## src/design/sma_pkg.sv

```systemverilog
// sma_pkg: shared constants for the simple moving average block.
// Sizes of the sample path, the running sum and the serial divider.
// No dependencies.
`timescale 1ns / 1ps

package sma_pkg;

   // Window and sample geometry
   localparam int WINDOW_MAX   = 64;
   localparam int SAMPLE_WIDTH = 32;
   localparam int FRAC_BITS    = 8;
   localparam int LEN_WIDTH    = 7;
   localparam int POS_WIDTH    = $clog2(WINDOW_MAX);

   // Running sum holds WINDOW_MAX samples without overflow
   localparam int SUM_WIDTH    = SAMPLE_WIDTH + POS_WIDTH;
   localparam int MEAN_WIDTH   = 40;

   // Serial divider: one quotient bit per cycle
   localparam int DIV_WIDTH    = SUM_WIDTH + FRAC_BITS;
   localparam int CNT_WIDTH    = $clog2(DIV_WIDTH);

   // Configuration register indexes
   localparam int CSR_INDEX_WIDTH = 1;
   localparam logic [CSR_INDEX_WIDTH-1:0] CSR_WINDOW_LEN    = 1'd0;
   localparam logic [CSR_INDEX_WIDTH-1:0] CSR_TRUNCATE_MODE = 1'd1;

endpackage

```

## src/design/simple_moving_average.sv

```systemverilog
// simple_moving_average: windowed mean with ring store and bit-serial divider; uses sma_pkg.
// A sample that completes a window has its mean after sum update, divider load, 46 divide
// steps and output load; other samples free the block after the sum update. New samples
// are stalled until a producing sample's mean is loaded into the output register.
// Reset (synchronous): window empty, window_len 1, fractional mode, no result held.
`timescale 1ns / 1ps

module simple_moving_average (
   input  logic                                     clock,
   input  logic                                     reset,
   // sample channel
   input  logic                                     req_valid,
   output logic                                     req_stall,
   input  logic signed [sma_pkg::SAMPLE_WIDTH-1:0]  req_sample,
   input  logic                                     req_start_series,
   // result channel
   output logic                                     rsp_valid,
   input  logic                                     rsp_stall,
   output logic signed [sma_pkg::MEAN_WIDTH-1:0]    rsp_mean_value,
   // configuration writes
   input  logic                                     csr_write_en,
   input  logic [sma_pkg::CSR_INDEX_WIDTH-1:0]      csr_index,
   input  logic [sma_pkg::LEN_WIDTH-1:0]            csr_wdata
);

   typedef enum logic [4:0] {
      ST_IDLE   = 5'b00001,
      ST_UPDATE = 5'b00010,
      ST_LOAD   = 5'b00100,
      ST_DIVIDE = 5'b01000,
      ST_FINISH = 5'b10000
   } state_type;

   state_type state_ff, state_in;

   // configuration
   logic [sma_pkg::LEN_WIDTH-1:0] len_ff;
   logic                          trunc_ff;
   logic [sma_pkg::LEN_WIDTH-1:0] len_eff;

   // window state
   logic signed [sma_pkg::SUM_WIDTH-1:0]    sum_ff, sum_in;
   logic [sma_pkg::POS_WIDTH-1:0]           wpos_ff, wpos_in;
   logic [sma_pkg::LEN_WIDTH-1:0]           fill_ff, fill_in;
   logic [sma_pkg::SAMPLE_WIDTH-1:0]        window_mem [sma_pkg::WINDOW_MAX];
   logic signed [sma_pkg::SAMPLE_WIDTH-1:0] old_sample_ff;
   logic signed [sma_pkg::SAMPLE_WIDTH-1:0] sample_ff;
   logic                                    full_ff, full_in;
   logic                                    produce_ff, produce_in;

   // divider
   logic [sma_pkg::DIV_WIDTH-1:0] quo_ff, quo_in;
   logic [sma_pkg::LEN_WIDTH-1:0] rem_ff, rem_in;
   logic [sma_pkg::CNT_WIDTH-1:0] cnt_ff, cnt_in;
   logic                          neg_ff, neg_in;

   // output register
   logic                                  rsp_valid_ff, rsp_valid_in;
   logic signed [sma_pkg::MEAN_WIDTH-1:0] rsp_mean_ff, rsp_mean_in;

   // scratch
   logic                              accept;
   logic                              cfg_len_wr;
   logic [sma_pkg::POS_WIDTH-1:0]     pos_base, pos;
   logic [sma_pkg::LEN_WIDTH-1:0]     pos_next, fill_base;
   logic [sma_pkg::SUM_WIDTH-1:0]     mag;
   logic [sma_pkg::LEN_WIDTH:0]       trial;
   logic [sma_pkg::MEAN_WIDTH-1:0]    q_low;

   // Effective window length: zero acts as one, large values clamp
   always_comb begin
      if (len_ff == '0) begin
         len_eff = sma_pkg::LEN_WIDTH'(1);
      end else if (len_ff > sma_pkg::LEN_WIDTH'(sma_pkg::WINDOW_MAX)) begin
         len_eff = sma_pkg::LEN_WIDTH'(sma_pkg::WINDOW_MAX);
      end else begin
         len_eff = len_ff;
      end
   end

   assign accept     = req_valid && (state_ff == ST_IDLE);
   assign req_stall  = (state_ff != ST_IDLE);
   assign cfg_len_wr = csr_write_en && (csr_index == sma_pkg::CSR_WINDOW_LEN);

   // Ring position and fill level for the incoming beat
   always_comb begin
      pos_base  = req_start_series ? '0 : wpos_ff;
      pos       = ({1'b0, pos_base} >= len_eff) ? '0 : pos_base;
      pos_next  = {1'b0, pos} + sma_pkg::LEN_WIDTH'(1);
      fill_base = req_start_series ? '0 : fill_ff;
      full_in   = (fill_base >= len_eff);
      fill_in   = full_in ? len_eff : fill_base + sma_pkg::LEN_WIDTH'(1);
      produce_in = (fill_in >= len_eff);
      wpos_in   = (pos_next >= len_eff) ? '0 : pos_next[sma_pkg::POS_WIDTH-1:0];
   end

   // Ring store: old entry read out as the new one goes in
   always_ff @(posedge clock) begin
      if (accept) begin
         window_mem[pos] <= req_sample;
         old_sample_ff   <= window_mem[pos];
      end
   end

   // Divider step and result formatting
   always_comb begin
      mag   = sum_ff[sma_pkg::SUM_WIDTH-1] ? -sum_ff : sum_ff;
      trial = {rem_ff, quo_ff[sma_pkg::DIV_WIDTH-1]};
      q_low = neg_ff ? -quo_ff[sma_pkg::MEAN_WIDTH-1:0] : quo_ff[sma_pkg::MEAN_WIDTH-1:0];
   end

   // Sequencer
   always_comb begin
      state_in     = state_ff;
      sum_in       = sum_ff;
      quo_in       = quo_ff;
      rem_in       = rem_ff;
      cnt_in       = cnt_ff;
      neg_in       = neg_ff;
      rsp_valid_in = rsp_valid_ff && rsp_stall;
      rsp_mean_in  = rsp_mean_ff;

      case (state_ff)
         ST_IDLE: begin
            if (accept) begin
               if (req_start_series) begin
                  sum_in = '0;
               end
               state_in = ST_UPDATE;
            end
         end
         ST_UPDATE: begin
            sum_in = sum_ff
                   + sma_pkg::SUM_WIDTH'(sample_ff)
                   - (full_ff ? sma_pkg::SUM_WIDTH'(old_sample_ff) : '0);
            state_in = produce_ff ? ST_LOAD : ST_IDLE;
         end
         ST_LOAD: begin
            neg_in = sum_ff[sma_pkg::SUM_WIDTH-1];
            if (trunc_ff) begin
               quo_in = sma_pkg::DIV_WIDTH'(mag);
            end else begin
               quo_in = {mag, sma_pkg::FRAC_BITS'(0)};
            end
            rem_in   = '0;
            cnt_in   = sma_pkg::CNT_WIDTH'(sma_pkg::DIV_WIDTH - 1);
            state_in = ST_DIVIDE;
         end
         ST_DIVIDE: begin
            // restoring step: one quotient bit per cycle
            if (trial >= {1'b0, len_eff}) begin
               rem_in = sma_pkg::LEN_WIDTH'(trial - {1'b0, len_eff});
               quo_in = {quo_ff[sma_pkg::DIV_WIDTH-2:0], 1'b1};
            end else begin
               rem_in = trial[sma_pkg::LEN_WIDTH-1:0];
               quo_in = {quo_ff[sma_pkg::DIV_WIDTH-2:0], 1'b0};
            end
            cnt_in = cnt_ff - sma_pkg::CNT_WIDTH'(1);
            if (cnt_ff == '0) begin
               state_in = ST_FINISH;
            end
         end
         ST_FINISH: begin
            // wait for the output register to free up
            if (!rsp_valid_ff || !rsp_stall) begin
               rsp_valid_in = 1'b1;
               rsp_mean_in  = q_low;
               state_in     = ST_IDLE;
            end
         end
         default: begin
            state_in = ST_IDLE;
         end
      endcase

      // window_len write empties the window
      if (cfg_len_wr) begin
         sum_in = '0;
      end
   end

   // Control registers
   always_ff @(posedge clock) begin
      if (reset) begin
         state_ff     <= ST_IDLE;
         len_ff       <= sma_pkg::LEN_WIDTH'(1);
         trunc_ff     <= 1'b0;
         sum_ff       <= '0;
         wpos_ff      <= '0;
         fill_ff      <= '0;
         rsp_valid_ff <= 1'b0;
      end else begin
         state_ff     <= state_in;
         sum_ff       <= sum_in;
         rsp_valid_ff <= rsp_valid_in;
         // window_len write empties the window
         if (cfg_len_wr) begin
            wpos_ff <= '0;
            fill_ff <= '0;
         end else if (accept) begin
            wpos_ff <= wpos_in;
            fill_ff <= fill_in;
         end
         if (csr_write_en) begin
            case (csr_index)
               sma_pkg::CSR_WINDOW_LEN: begin
                  len_ff  <= csr_wdata;
               end
               sma_pkg::CSR_TRUNCATE_MODE: begin
                  trunc_ff <= csr_wdata[0];
               end
               default: begin
               end
            endcase
         end
      end
   end

   // Payload registers
   always_ff @(posedge clock) begin
      quo_ff      <= quo_in;
      rem_ff      <= rem_in;
      cnt_ff      <= cnt_in;
      neg_ff      <= neg_in;
      rsp_mean_ff <= rsp_mean_in;
      if (accept) begin
         sample_ff  <= req_sample;
         full_ff    <= full_in;
         produce_ff <= produce_in;
      end
   end

   assign rsp_valid      = rsp_valid_ff;
   assign rsp_mean_value = rsp_mean_ff;

   // Checks
   a_fill_bound: assert property (@(posedge clock) disable iff (reset)
      fill_ff <= len_eff)
      else $error("fill level beyond window length");

   a_pos_bound: assert property (@(posedge clock) disable iff (reset)
      {1'b0, wpos_ff} < len_eff)
      else $error("ring position outside window");

   a_rem_bound: assert property (@(posedge clock) disable iff (reset)
      (state_ff == ST_DIVIDE) |-> (rem_ff < len_eff))
      else $error("divider remainder not below divisor");

   a_rsp_source: assert property (@(posedge clock) disable iff (reset)
      $rose(rsp_valid_ff) |-> $past(state_ff == ST_FINISH))
      else $error("result beat raised outside finish step");

endmodule

```

## config.mk

```make
export PLATFORM = sky130hd
export DESIGN_NAME = simple_moving_average
export DESIGN_NICKNAME = d
export VERILOG_FILES = /design/src/design/sma_pkg.sv /design/src/design/simple_moving_average.sv
export SDC_FILE = /design/constraint.sdc
export NUM_CORES = 2
export LEC_CHECK = 0
export BUFFER_PORTS_ARGS = -buffer_cell sky130_fd_sc_hd__buf_4
export CAP_MARGIN = 25
export CORE_ASPECT_RATIO = 0.7
export CORE_MARGIN = 2
export CORE_UTILIZATION = 49
export CTS_BUF_LIST = sky130_fd_sc_hd__clkbuf_4
export CTS_CLUSTER_DIAMETER = 80
export DETAILED_ROUTE_END_ITERATION = 7
export HOLD_SLACK_MARGIN = 0.06
export SLEW_MARGIN = 20
export SYNTH_ARGS = -nofsm -noshare
export SYNTH_HDL_FRONTEND = slang
export SYNTH_SLANG_ARGS = --single-unit
export TNS_END_PERCENT = 20
```

## constraint.sdc

```tcl
create_clock -name clock -period 12.4 [get_ports clock]
set_input_delay 3.1 -clock clock [delete_from_list [all_inputs] [get_ports clock]]
set_output_delay 3.1 -clock clock [all_outputs]
set_load 0.05 [all_outputs]
```

# Word-level counts from Yosys, hierarchy flattened
# Memories as Yosys holds them, arrays and structs flattened. A register that Yosys moved wholly into a read port is not among the register bits.
# Index checks and enable logic that the tools add are counted.
# totals
ff_bits	199
ram_bits	2048
inputBits	46
output_inout_bits	42
wordCells	85
memories	1
# op_classes
addsub	8
order_cmp	6
eq_ne	10
mux	28
bitwise	1
reduce_logical	16
# mem_list
name	depth	word_bits	rd	rd_ports_with_merged_regs	write_ports	line	text
window_mem	64	32	1	1	1	simple_moving_average.sv:45	logic [sma_pkg::SAMPLE_WIDTH-1:0] window_mem [sma_pkg::WINDOW_MAX];
# ops
op	n
$mux 38	4
$pmux 46 s2	1
$pmux 38 s2	1
$mux 46	1
$mux 40	1
$neg 40->40	1
$add 38x38->38	1
$neg 38->38	1
$sub 38x38->38	1
$mux 7	5
$pmux 5 s5	1
$ge 7x7->1	3
$mux 6	3
$mux 5	3
$pmux 7 s2	1
$pmux 6 s2	1
$ge 8x7->1	1
$ne 2x2->1 const B	4
$add 6x1->7 const B	1
$add 7x1->7 const B	1
$ge 6x7->1	1
$gt 7x7->1 const B	1
$logic_not 7->1	1
$sub 7x7->7	1
18 further kinds	29

# Longest topological paths before layout
# depth
depth_word	8
ltp_mapped	23

# Worst setup path after synthesis
# No wires, ideal clock.
# synth_path
path_type	in2reg
from	input port req_start_series
to	memory window_mem[38][0] in the netlist's numbering, enable pin
setup_time_ns	0.501
arrival_time_ns	9.073
setup_slack_ns	2.826
stages	14
path_cell_list	buf_2 > nor2b_1 > clkbuf_1 > clkinv_1 > clkbuf_1 > clkbuf_1 > ha_1 > nand2b_1 > a211o_1 > a211o_1 > or3_1 > clkbuf_1 > clkbuf_1 > nor4_1
# synth_via
elab_chain_len	3
# synth_rtl
item	line	text
from (decl)	simple_moving_average.sv:15	input logic req_start_series,
$mux 6 (*)	simple_moving_average.sv:87	pos_base = req_start_series ? '0 : wpos_ff;
$ge 6x7->1	simple_moving_average.sv:88	pos = ({1'b0, pos_base} >= len_eff) ? '0 : pos_base;
$mux 6 (*)	simple_moving_average.sv:88	
to (decl)	simple_moving_average.sv:45	
# Mark *: on every way between the ends. The rest lies on a longest branch, timed or not.

# Final worst setup path
# layout_path
from	input port req_start_series
to	register old_sample_ff[16] in the netlist's numbering (read register of window_mem) (data pin)
# layout_via
elab_chain_len	3
# layout_rtl
item	line	text
$mux 6 (*)	simple_moving_average.sv:87	
$ge 6x7->1	simple_moving_average.sv:88	
$mux 6 (*)	simple_moving_average.sv:88	
to (decl)	simple_moving_average.sv:46	logic signed [sma_pkg::SAMPLE_WIDTH-1:0] old_sample_ff;
# Marked as above.
# A chain may end at the register's enable or synchronous reset.

==> results.sh <==
export IMPL_status="completed"
export IMPL_drt_iter0_drc=9254
export IMPL_cts_tree="yes"
export IMPL_cap_viol_max_count=0
export IMPL_rows=134
export IMPL_finClkSkew_ps=99.7
export IMPL_synth_top_cell_area_share_pct=71.1
export IMPL_cts_inserted_buffers=553
export IMPL_fmax_mhz=132
export IMPL_grt_pass1_vias=59900
export IMPL_dieHeight_microns=370
export IMPL_worstSetupPathType="input pin to register"
export IMPL_yosysTopAreaCell="edfxtp_1"
export IMPL_root_buffer="clkbuf_4"
export IMPL_hold_buffers=0
export IMPL_antenna_found_initial=36
export IMPL_yosys_warnings=0
export IMPL_port_buffers=87
export IMPL_critPathArrivalTime_ps=8660
export IMPL_fin_tns_setup_ps=0
export IMPL_place_hpwl_microns=160000
export IMPL_gr_total_overflow=0
export IMPL_syn_instance_count=7233
export IMPL_cts_resized=0
export IMPL_p_sw_mw=4.10
export IMPL_via_per_inst=6.02
export IMPL_chipWidth_microns=526
export IMPL_hold_path_depth=2
export IMPL_setup_viol=0
export IMPL_multiInputGateArea_sq_mm=0.0241
export IMPL_synth_common_cells="edfxtp_1 (2214), nand2_1 (1824), a21oi_1 (926)"
export IMPL_cp_start_kind="input pin"
export IMPL_initial_core_util_pct=49.2
export IMPL_place_congestion=0.880
export IMPL_routed_wl_microns=291000
export IMPL_grt_use_total_pct=29.5
export IMPL_fillers=16000
export IMPL_worst_pin_slew_ps=1120
export IMPL_layout_setup_ws_ps=4800
export IMPL_fin_nets=7781
export IMPL_power_leakage_nw=36.8
export IMPL_period_share_pct=61.3
export IMPL_avgRoutedWirePerCell_microns=27.6
export IMPL_drive_gt1_share_pct=15.2
export IMPL_required_ps=13460
export IMPL_power_frac_comb_pct=9.5
export IMPL_power_frac_clock_pct=37.5
export IMPL_drc_errors=0
export IMPL_drv_slew=0
export IMPL_synthFlopType="edfxtp_1"
export IMPL_async_reset_ff_share_pct=0
export IMPL_seq_area_sq_mm=0.0678
export IMPL_ys_seq_area_share_pct=72.5
export IMPL_coreArea_sq_mm=0.190
export IMPL_period_minus_slack_ps=7600
export IMPL_power_density_mw_per_mm2=155
export IMPL_rr_worst_depth=15
export IMPL_cp_max_fo=117
export IMPL_pre_cts_ws_ps=3680
export IMPL_relSlewSlack_pct=24.9
export IMPL_swShare_pct=25.3
export IMPL_cts_buffer_depth=4
export IMPL_cts_sinks=2279
export IMPL_syn_nets=7395
export IMPL_grt_pass1_wl_microns=417000
export IMPL_p_seq_share_pct=53.0
export IMPL_dr_pass1_iters=6
export IMPL_h_tree_depth=6
export IMPL_syn_area_per_cell_sq_um=12.9
export IMPL_synthDistinctLibCells=83
export IMPL_rsz0062_at_grt="false"
export IMPL_yosysMostFrequentCell="edfxtp_1"
export IMPL_postRouteAntennaNets=0
export IMPL_post_cts_buffers=0
export IMPL_min_path_type="register to register"
export IMPL_via_count=63400
export IMPL_yosys_top_cells_area="edfxtp_1 (71%), nand2_1 (7.3%), a21oi_1 (5.0%), mux2i_1 (2.1%), nor4_1 (1.5%)"
export IMPL_io_pins=88
export IMPL_clkLatencyLatePin_ps=1250
export IMPL_critPathCaptureType="register"
export IMPL_ys_seq_elements=2279
export IMPL_die_area_sq_mm=0.195
export IMPL_grt_max_degree=136
export IMPL_clkTransAtPathRegs_ps=60
export IMPL_area_growth_pct=11.8
export IMPL_intPower_mw=12.1
export IMPL_syn_area_sq_mm=0.0936
export IMPL_ir_drop_mv=0.117
export IMPL_hold_ws_ps=480
export IMPL_synth_edf_count=2214
export IMPL_hold_viol_final=0
==> critical path: stages <==
cell and delay, ps:
buf_4 240, nor2b_4 90, inv_8 440, ha_1 330, nand2b_1 160, a211oi_1 470, o221ai_4 340, inv_8 690
buf_12 500, buf_4 550, nand2_1 100, a21oi_1 230, nor4_1 100, o21ai_0 860, or4_1 210
==> power groups by stage <==
stage | Combinational (mW) | Sequential, mW | Clock (mW)
2_1_floorplan | 0.974 | 8.71 | 0
3_3_place_gp | 1.48 | 8.76 | 0
3_5_place_dp | 1.50 | 8.76 | 0
4_1_cts | 1.51 | 8.59 | 6.19
5_1_grt | 1.68 | 8.59 | 6.58
6_report | 1.54 | 8.59 | 6.08
==> metal layers <==
metal | global-route usage (%) | vias to the layer above | share of wire [%]
met5 | 0 | - | 0.063
met4 | 7.85 | 26 | 2.3
met3 | 7.78 | 476 | 13
met2 | 41.8 | 3844 | 42
met1 | 44.8 | 31400 | 43
li1 | - | 27600 | -
==> sequential cells by signal, indices dropped and copies added, names as in the netlist <==
signal and flops:
neg_ff 1, quo_ff 46, produce_ff 1, window_mem 2048, sum_ff 38, rsp_mean_value 40, fill_ff 7, old_sample_ff 32
full_ff 1, rem_ff 7, cnt_ff 6, rsp_valid 1, state_ff 5, wpos_ff 6, trunc_ff 1, sample_ff 32
len_ff 7
==> cells in the final DEF, fill, tap and decap left out, types with 65 or more instances in the layout <==
| cell | count |
|---|---|
| edfxtp_1 | 2214 |
| nand2_1 | 1822 |
| a21oi_1 | 925 |
| clkbuf_4 | 802 |
| buf_4 | 218 |
| nor4_1 | 213 |
| mux2i_1 | 199 |
| o22ai_1 | 187 |
| inv_1 | 167 |
| o21ai_0 | 141 |
| nor2_1 | 117 |
| xnor2_1 | 97 |
| clkinv_1 | 79 |
| ha_1 | 78 |
| nor2_4 | 65 |
| dfxtp_1 | 65 |
==> cell type report <==
| class | instances | area share, % |
|---|---|---|
| tap | 2516 | 3.01 |
| inverter | 170 | 0.629 |
| antenna | 15 | 0.0359 |
| sequential | 2279 | 64.8 |
| clock inverter | 126 | 0.644 |
| timing repair buffer | 245 | 2.05 |
| multi-input combinational | 4370 | 23.1 |
| clock buffer | 802 | 5.76 |
==> per-stage QoR <==
stage | total power [mW] | utilization (%) | cells | cell area [sq um]
after global placement | 10.2 | 51.3 | 9566 | 97600
after floorplan | 9.69 | - | 7233 | 93600
after CTS | 16.3 | 55.0 | 10500 | 105000
final | 16.2 | 55.0 | 10500 | 105000
after detailed placement | 10.3 | 51.5 | 9577 | 97800
after global routing | 16.8 | 55.0 | 10500 | 105000
==> cell families (layout without fill, tap and decap cells) <==
group / count (synthesis) / after routing / synth area share, %
mux: 205 / 205 / 2.20
flops: 2279 / 2279 / 72.5
compound gates: 1464 / 1464 / 8.76
other cells: 0 / 15 / 0
fa+ha+maj: 116 / 116 / 1.86
simple gates: 2471 / 2471 / 11.2
xor+xnor: 114 / 114 / 1.07
buf+inv: 584 / 1343 / 2.45
==> path summary, 6_finish.rpt <==
kind	startpoint	end	slack, ps
max	req_start_series	old_sample_ff[16]	4800
min	len_ff[2]	len_ff[2]	480
max reg2reg	len_ff[1]	old_sample_ff[16]	6220
min reg2reg	len_ff[2]	len_ff[2]	480
(Power assumes the default switching activity.)
